$ cat config.mk
export PLATFORM = sky130hd
export DESIGN_NAME = stcpm_sqrt
export DESIGN_NICKNAME = d
export VERILOG_FILES = /design/src/rtl/assert_macros.svh /design/src/rtl/stcpm_pkg.sv /design/src/rtl/stcpm_sqrt.sv
export SDC_FILE = /design/constraint.sdc
export NUM_CORES = 2
export LEC_CHECK = 0
export BUFFER_PORTS_ARGS = -buffer_cell sky130_fd_sc_hd__buf_2
export CAP_MARGIN = 20
export CORE_AREA = 2 2 442 553
export CTS_CLUSTER_DIAMETER = 200
export DETAILED_ROUTE_END_ITERATION = 8
export DIE_AREA = 0 0 444 555
export GPL_TIMING_DRIVEN = 1
export PLACE_DENSITY = 0.68
export SKIP_LAST_GASP = 1
export SLEW_MARGIN = 10
export SYNTH_ARGS = -nofsm -noshare
export SYNTH_HDL_FRONTEND = slang
export SYNTH_SLANG_ARGS = --single-unit
export TNS_END_PERCENT = 10
$ cat constraint.sdc
create_clock -name clk -period 3.8 [get_ports clk]
set_input_delay 0.19 -clock clk [delete_from_list [all_inputs] [get_ports clk]]
set_output_delay 0.19 -clock clk [all_outputs]
set_load 0.005 [all_outputs]
$ cat src/rtl/assert_macros.svh
// Assertion macros shared by the segment-to-circle point mapper RTL.
`ifndef ASSERT_MACROS_SVH
`define ASSERT_MACROS_SVH

// Clocked property check, disabled during reset.
`define STCPM_ASSERT(lbl, prop, msg) \
    lbl: assert property (@(posedge clk) disable iff (!rst_n) (prop)) else $error(msg);

// Antecedent in one cycle implies consequent in the next.
`define STCPM_ASSERT_NEXT(lbl, ante, cons, msg) \
    lbl: assert property (@(posedge clk) disable iff (!rst_n) (ante) |=> (cons)) else $error(msg);

`endif

$ cat src/rtl/stcpm_pkg.sv
// Shared constants, types and arithmetic helpers of the point mapper.
package stcpm_pkg;

    // Fixed point: fractional bits of all coordinates and weights
    localparam int FRAC_BITS   = 28;
    // Quotient bits of the unit-coordinate divide (value never exceeds one)
    localparam int QUO_BITS    = FRAC_BITS + 1;
    // One root bit per stage for a 64-bit radicand
    localparam int SQRT_STAGES = 32;

    localparam logic [28:0]        ONE_U  = 29'(64'd1 << FRAC_BITS);
    localparam logic [63:0]        HALF_U = 64'd1 << (FRAC_BITS - 1);
    localparam logic [30:0]        W_MAX  = 31'h7fff_ffff;
    localparam logic signed [31:0] UNIT_Q = 32'(64'd1 << FRAC_BITS);

    // Register map, one 64-bit slot per register
    typedef enum logic [2:0] {
        REG_PAIR_MODE    = 3'd0,
        REG_VERTEX_ZERO  = 3'd1,
        REG_VERTEX_ONE   = 3'd2,
        REG_VERTEX_TWO   = 3'd3,
        REG_VERTEX_THREE = 3'd4
    } reg_idx_t;

    // Segment pairing; the unused code acts as distant
    typedef enum logic [1:0] {
        MODE_IDENT   = 2'd0,
        MODE_COMMON  = 2'd1,
        MODE_DISTANT = 2'd2
    } mode_t;

    // Item data carried alongside the root stages
    typedef struct packed {
        logic signed [31:0] px1;
        logic signed [31:0] py1;
        logic signed [31:0] px2;
        logic signed [31:0] py2;
        logic [30:0]        w;
        logic               last;
    } side_t;

    // Item flags carried alongside the divide stages
    typedef struct packed {
        logic neg1x;
        logic neg1y;
        logic neg2x;
        logic neg2y;
        logic z1;
        logic z2;
        logic last;
    } tail_t;

    // Weight factors waiting for their multiply slot
    typedef struct packed {
        logic [31:0] l2;
        logic [31:0] r1;
        logic [31:0] r2;
    } fac_t;

    function automatic logic signed [31:0] sat32(input logic signed [63:0] v);
        if (v > 64'sd2147483647)
            return 32'sh7fff_ffff;
        else if (v < -64'sd2147483648)
            return 32'sh8000_0000;
        else
            return v[31:0];
    endfunction

    function automatic logic [31:0] mag32(input logic signed [31:0] v);
        return v[31] ? (~v + 32'd1) : v;
    endfunction

    // Saturating difference b - a of two signed coordinates
    function automatic logic signed [31:0] diff32(input logic signed [31:0] a,
                                                  input logic signed [31:0] b);
        return sat32(64'(b) - 64'(a));
    endfunction

    // Weight product back to fixed point, round half up, saturate
    function automatic logic [30:0] wround(input logic [63:0] p);
        logic [63:0] r;
        r = (p + HALF_U) >> FRAC_BITS;
        return (r > 64'(W_MAX)) ? W_MAX : r[30:0];
    endfunction

endpackage

$ cat src/rtl/stcpm_sqrt.sv
// Pipelined integer square root, one root bit per stage.
module stcpm_sqrt (
    input  logic        clk,
    input  logic        en,
    input  logic [63:0] radicand,
    output logic [31:0] root
);
    import stcpm_pkg::*;

    logic [63:0] n_reg   [SQRT_STAGES];
    logic [63:0] res_reg [SQRT_STAGES];

    for (genvar k = 0; k < SQRT_STAGES; k++) begin : g_stage
        localparam logic [63:0] BIT = 64'd1 << (62 - 2 * k);
        logic [63:0] n_prev, res_prev, trial, n_next, res_next;

        if (k == 0) begin : g_first
            assign n_prev   = radicand;
            assign res_prev = '0;
        end else begin : g_rest
            assign n_prev   = n_reg[k-1];
            assign res_prev = res_reg[k-1];
        end

        // Digit-by-digit restoring step
        always_comb begin
            trial = res_prev + BIT;
            if (n_prev >= trial) begin
                n_next   = n_prev - trial;
                res_next = (res_prev >> 1) + BIT;
            end else begin
                n_next   = n_prev;
                res_next = res_prev >> 1;
            end
        end

        always_ff @(posedge clk) begin
            if (en)
            begin
                n_reg[k]   <= n_next;
                res_reg[k] <= res_next;
            end
        end
    end

    assign root = res_reg[SQRT_STAGES-1][31:0];

endmodule

======== Yosys cells after proc, flatten, opt, wreduce, memory -nomap -nowiden ========
Memories as Yosys holds them, arrays and structs flattened.
Index checks and enable logic that the tools add are counted.
word-level totals
  bits in registers ....................... 0
  RAM bits ................................ 4096
  input bits .............................. 66
  output and inout bits ................... 32
  word-level logic and storage cells ...... 194
  memories ................................ 2
memory list
  memory   words  bits a word  read ports  clocked after Yosys merged registers in  wr ports  line              RTL
  n_reg    32     64           31          0                                        32        stcpm_sqrt.sv:10  logic [63:0] n_reg [SQRT_STAGES];
  res_reg  32     64           32          0                                        32        stcpm_sqrt.sv:11  logic [63:0] res_reg [SQRT_STAGES];
cells by class
  $add $sub $neg .......................... 94
  magnitude comparators ................... 32
  mux-type cells .......................... 66
operators by type and width
  kind                                                               count
  64-bit two-way mux                                                 63
  64-bit greater-or-equal comparator                                 31
  64-bit subtractor                                                  31
  63-bit by 1-bit adder with 64-bit output (second input constant)   1
  63-bit by 11-bit adder with 64-bit output (second input constant)  1
  63-bit by 13-bit adder with 64-bit output (second input constant)  1
  63-bit by 15-bit adder with 64-bit output (second input constant)  1
  63-bit by 17-bit adder with 64-bit output (second input constant)  1
  63-bit by 19-bit adder with 64-bit output (second input constant)  1
  63-bit by 21-bit adder with 64-bit output (second input constant)  1
  63-bit by 23-bit adder with 64-bit output (second input constant)  1
  63-bit by 25-bit adder with 64-bit output (second input constant)  1
  63-bit by 27-bit adder with 64-bit output (second input constant)  1
  63-bit by 29-bit adder with 64-bit output (second input constant)  1
  63-bit by 3-bit adder with 64-bit output (second input constant)   1
  63-bit by 31-bit adder with 64-bit output (second input constant)  1
  63-bit by 33-bit adder with 64-bit output (second input constant)  1
  63-bit by 35-bit adder with 64-bit output (second input constant)  1
  63-bit by 37-bit adder with 64-bit output (second input constant)  1
  63-bit by 39-bit adder with 64-bit output (second input constant)  1
  63-bit by 41-bit adder with 64-bit output (second input constant)  1
  63-bit by 43-bit adder with 64-bit output (second input constant)  1
  63-bit by 45-bit adder with 64-bit output (second input constant)  1
  63-bit by 47-bit adder with 64-bit output (second input constant)  1
  other kinds (45)                                                   46

======== Depth between registers and ports, before layout ========
An unclocked memory read counts as a cell.
  depth in word-level cells ............... 4
  mapped depth ............................ 15
  mapped depth without buffers ............ 13

======== Least setup slack after synthesis ========
OpenSTA, ideal clock, no wires.
  kind .................................... register to register
  from .................................... memory n_reg[16][33], in the netlist n_reg[1][33]
  to ...................................... memory n_reg[17][37], in the netlist n_reg[1][101] (data pin)
  setup time .............................. 0.254 ns
  arrival time ............................ 3.303 ns
  required time ........................... 3.546 ns
  setup slack ............................. 0.243 ns
  cell stages (with the launch flop) ...... 12
  buffers on the path ..................... 2
  period minus slack after synthesis ...... 3.557 ns
  path through ............................ edfxtp_1 ha_1 a21o_1 a2111oi_1 nor2_1 o41a_1 nor2_1 a21oi_1 or4_1 buf_2 buf_1 o21a_1
RTL lines
  what             line
  start, declared  stcpm_sqrt.sv:10

==> reports/qor.yml <==
placement_rows: 202
layout-drive-gt1-share_pct: 12.75
grt_pass1_wl_um: 478600
numClockSinks: 2512
vias_per_cell: 5.746
detailroute.via_count: 79360
die_height_um: 555
cpPeakStageDelay_ns: 0.56
report.final.slew_viol_count: 0
power.ir.vdd_worst_uv: 469.0
nets: 11070
finalWorstSetupSlack_ns: -0.001709
worst_hold_slack_ns: 0.2120
post-dp-hpwl_um: 244800
netlist.top_cell.by_area: "edfxtp_1"
total_leakage_power_nw: 53.43
critPathSlowestCell: "or4_4"
timing.clock.skew_ns: 0.1313
worst-path-stages: 14
tritoncts: "done"
synth_area_um2: 120000
instances_no_fill: 13810
io_pins: 98
yosysSeqAreaShare_pct: 62.84
crit_top_cell: "buf_4"
ant_nets: 0
power_density_nw_per_um2: 595.5
dieWidth_um: 444
clk_root_buf: "clkbuf_16"
crit_chain: "ha_1, o211ai_1, nand2_1, a221o_1, a311o_1, nor4bb_1, buf_4, o221ai_1, buf_4, o32ai_1, buf_4, or4_4, buf_4, xnor2_1"
drtIter0Drc: 5830
cp-start-kind: "flop"
globalplace.congestion: 1.032
cp-end-kind: "flop"
worst-endpoint-required_ns: 4.41
coreArea_um2: 241400
setup_violating_endpoint_count_in_the_final_report: 1
clk_path_buf_depth: 4
grt_setup_unrepaired: "yes"
worst_pin_slew_ns: 1.003
min_path_type: "input pin to flop"
worst-path-max-fanout: 7
clk_pin_slew_ns: 0.07
number_of_detailed_route_iterations_in_the_first_pass: 6
synth_top_cells_by_area: "edfxtp_1, ha_1, xnor2_1, xor2_1, a21oi_1"
first_global_vias: 81230
synthToLayoutAreaGrowth_pct: 16.09
largest_reg_flops: 1984
final.period_utilization_pct: 100.0
globalRoute.totalOverflow: 0
final_hold_viol_count: 0
die_area_um2: 246400
r2r_cells: 14
drt-total-wl_um: 319200
synth_area_per_cell_um2: 12.63
synth_warnings: 0
initial_core_util_pct: 49.73
critPathKind: "flop to flop"
ctsHtreeMaxLevel: 4
sequentialPowerShare_pct: 46.0
post_layout_min_period_ns: 3.802
insertion_delay_ns: 0.97
synth.net_count: 10130
synth_async_sr_flop_share_pct: 0
wire_per_inst_um: 23.11
sw_frac_of_total_pct: 29.42
pwr-share-clk_pct: 30.5
buffer_ports.inserted: 97
timing.slew.headroom_pct: 33.15
outcome: "finished with violations"
p_sw_w: 0.02442
synthesis.instances: 9507
detail_route.drc_violations: 0
hold-path-cell-count: 4
worstPathArrival_ns: 4.42
synth_seq_cells: 2512
antenna_found_initial: 7
failed_checks: "negative setup slack"
numPlacedInstances: 13220
grt_usage_pct: 25.47
timing.critical_path.max_delay_family: "compound AO/OA/AOI/OAI gates"
timing.fmax_ghz: 0.2630
netlist-cell-type-count: 97
number_of_synthesized_flops_with_an_enable_pin: 2512
synth_top_area_share_pct: 62.84
tritoncts.num_buffers: 246
worst-path-buf-inv: 4
internal_power_w: 0.05857
ys_dominant_reg_cell: "edfxtp_1"
comb_power_share_pct: 23.5
max_cap_violations: 0
grt_max_degree: 95
## cell usage in the layout, fill, tap and decap left out, types with 45 or more instances in the layout
cell / netlist / layout
a21o_1: 249 / 248
nor3_1: 254 / 249
xnor2_1: 488 / 487
buf_12: 0 / 51
clkbuf_1: 160 / 45
or4_1: 68 / 66
nand4_1: 157 / 157
xor2_1: 398 / 397
mux2_2: 96 / 96
dlygate4sd3_1: 0 / 129
nor2_1: 670 / 665
ha_1: 558 / 551
nand2_1: 579 / 579
o21ai_0: 400 / 390
nand2b_1: 108 / 108
buf_2: 8 / 98
nand3_1: 147 / 144
clkbuf_16: 0 / 249
nor4_1: 348 / 330
buf_4: 1 / 602
edfxtp_1: 2512 / 2512
nor2b_1: 71 / 71
a21oi_1: 634 / 627
o21bai_1: 49 / 49
a31oi_1: 50 / 49
or3_1: 88 / 86
o21a_1: 100 / 100
inv_1: 686 / 685
## cells by family (layout without fill, tap and decap cells)
kind of cell | count (synthesis) | after routing | synth area share, %
and+or+nand+nor | 2784 | 2784 | 11.95
adders and majority gates | 558 | 558 | 5.816
xor gates and xnor gates | 886 | 886 | 6.464
other | 0 | 5 | 0
buffers and inverters | 875 | 2013 | 2.754
DFF | 2512 | 2512 | 62.84
muxes | 100 | 100 | 0.9339
AOI/OAI and AO/OA | 1792 | 1792 | 9.248
## metrics by stage
step           setup TNS, ns  utilization [%]  total power, W  worst slack, ns  area (um^2)
3_3_place_gp          -32.70            53.55         0.05737          -0.7430       129200
4_1_cts               -1.595            57.57         0.08306         -0.09155       139000
2_1_floorplan              0                -         0.04977           0.2429       120000
3_5_place_dp          -10.41            53.55         0.05773          -0.2461       129300
5_1_grt               -8.415            57.74         0.08654          -0.1745       139400
6_report           -0.001709            57.74         0.08298        -0.001709       139400
## Yosys cell counts (all sizes together) (89+ instances only)
cell	number
edfxtp	2512
inv	688
nor2	671
a21oi	634
nand2	580
ha	558
xnor2	488
o21ai	403
xor2	398
nor4	349
nor3	255
a21o	249
clkbuf	160
nand4	157
nand3	148
nand2b	108
o21a	100
mux2	96
or3	89
## what timing repair did
action,in CTS,in global routing
hold endpoints to repair,94,0
hold buffers,129,0
buffers inserted,4,8
gates resized for setup,23,75
pin swaps,7,17
endpoints found under the setup margin,136,284
## worst paths after layout
| path | startpoint | endpoint | slack [ns] |
|---|---|---|---|
| max reg2reg | n_reg[1][588] | n_reg[1][689] | -0.002 |
| min reg2reg | n_reg[1][265] | n_reg[1][329] | 0.40 |
| max | n_reg[1][588] | n_reg[1][689] | -0.002 |
| min | radicand[62] | n_reg[0][62] | 0.21 |
## area by class of cell
cell class | instances | area (um^2)
clock inverter | 149 | 1869
clock buffer | 294 | 6400
multi-input combinational | 6120 | 41770
antenna | 5 | 12.51
timing repair buffer | 881 | 7337
tap | 3162 | 3956
inverter | 689 | 2586
fill | 18970 | 102000
sequential | 2512 | 75430
## per-layer routing
metal,vias to the layer above,global-route usage (%),part of all wire (%)
li1,37470,-,-
met1,38850,24.52,33
met2,2224,50.85,56
met3,813,2.987,3.9
met4,2,15.29,7.0
met5,-,0,0.0041
## power by group through the flow
| stage | sequential, W | combinational [W] | clock (W) |
|---|---|---|---|
| 2_1_floorplan | 0.0373 | 0.0125 | 0 |
| 3_3_place_gp | 0.0386 | 0.0187 | 0 |
| 3_5_place_dp | 0.0387 | 0.0190 | 0 |
| 4_1_cts | 0.0382 | 0.0193 | 0.0256 |
| 5_1_grt | 0.0385 | 0.0214 | 0.0267 |
| 6_report | 0.0382 | 0.0195 | 0.0253 |
## worst min-delay path, delay by kind of cell
family                 cells  cell delay (ns)
buffers and inverters      3             0.73
XOR/XNOR                   1             0.16
Note: power is estimated with default switching activity, not from simulation.
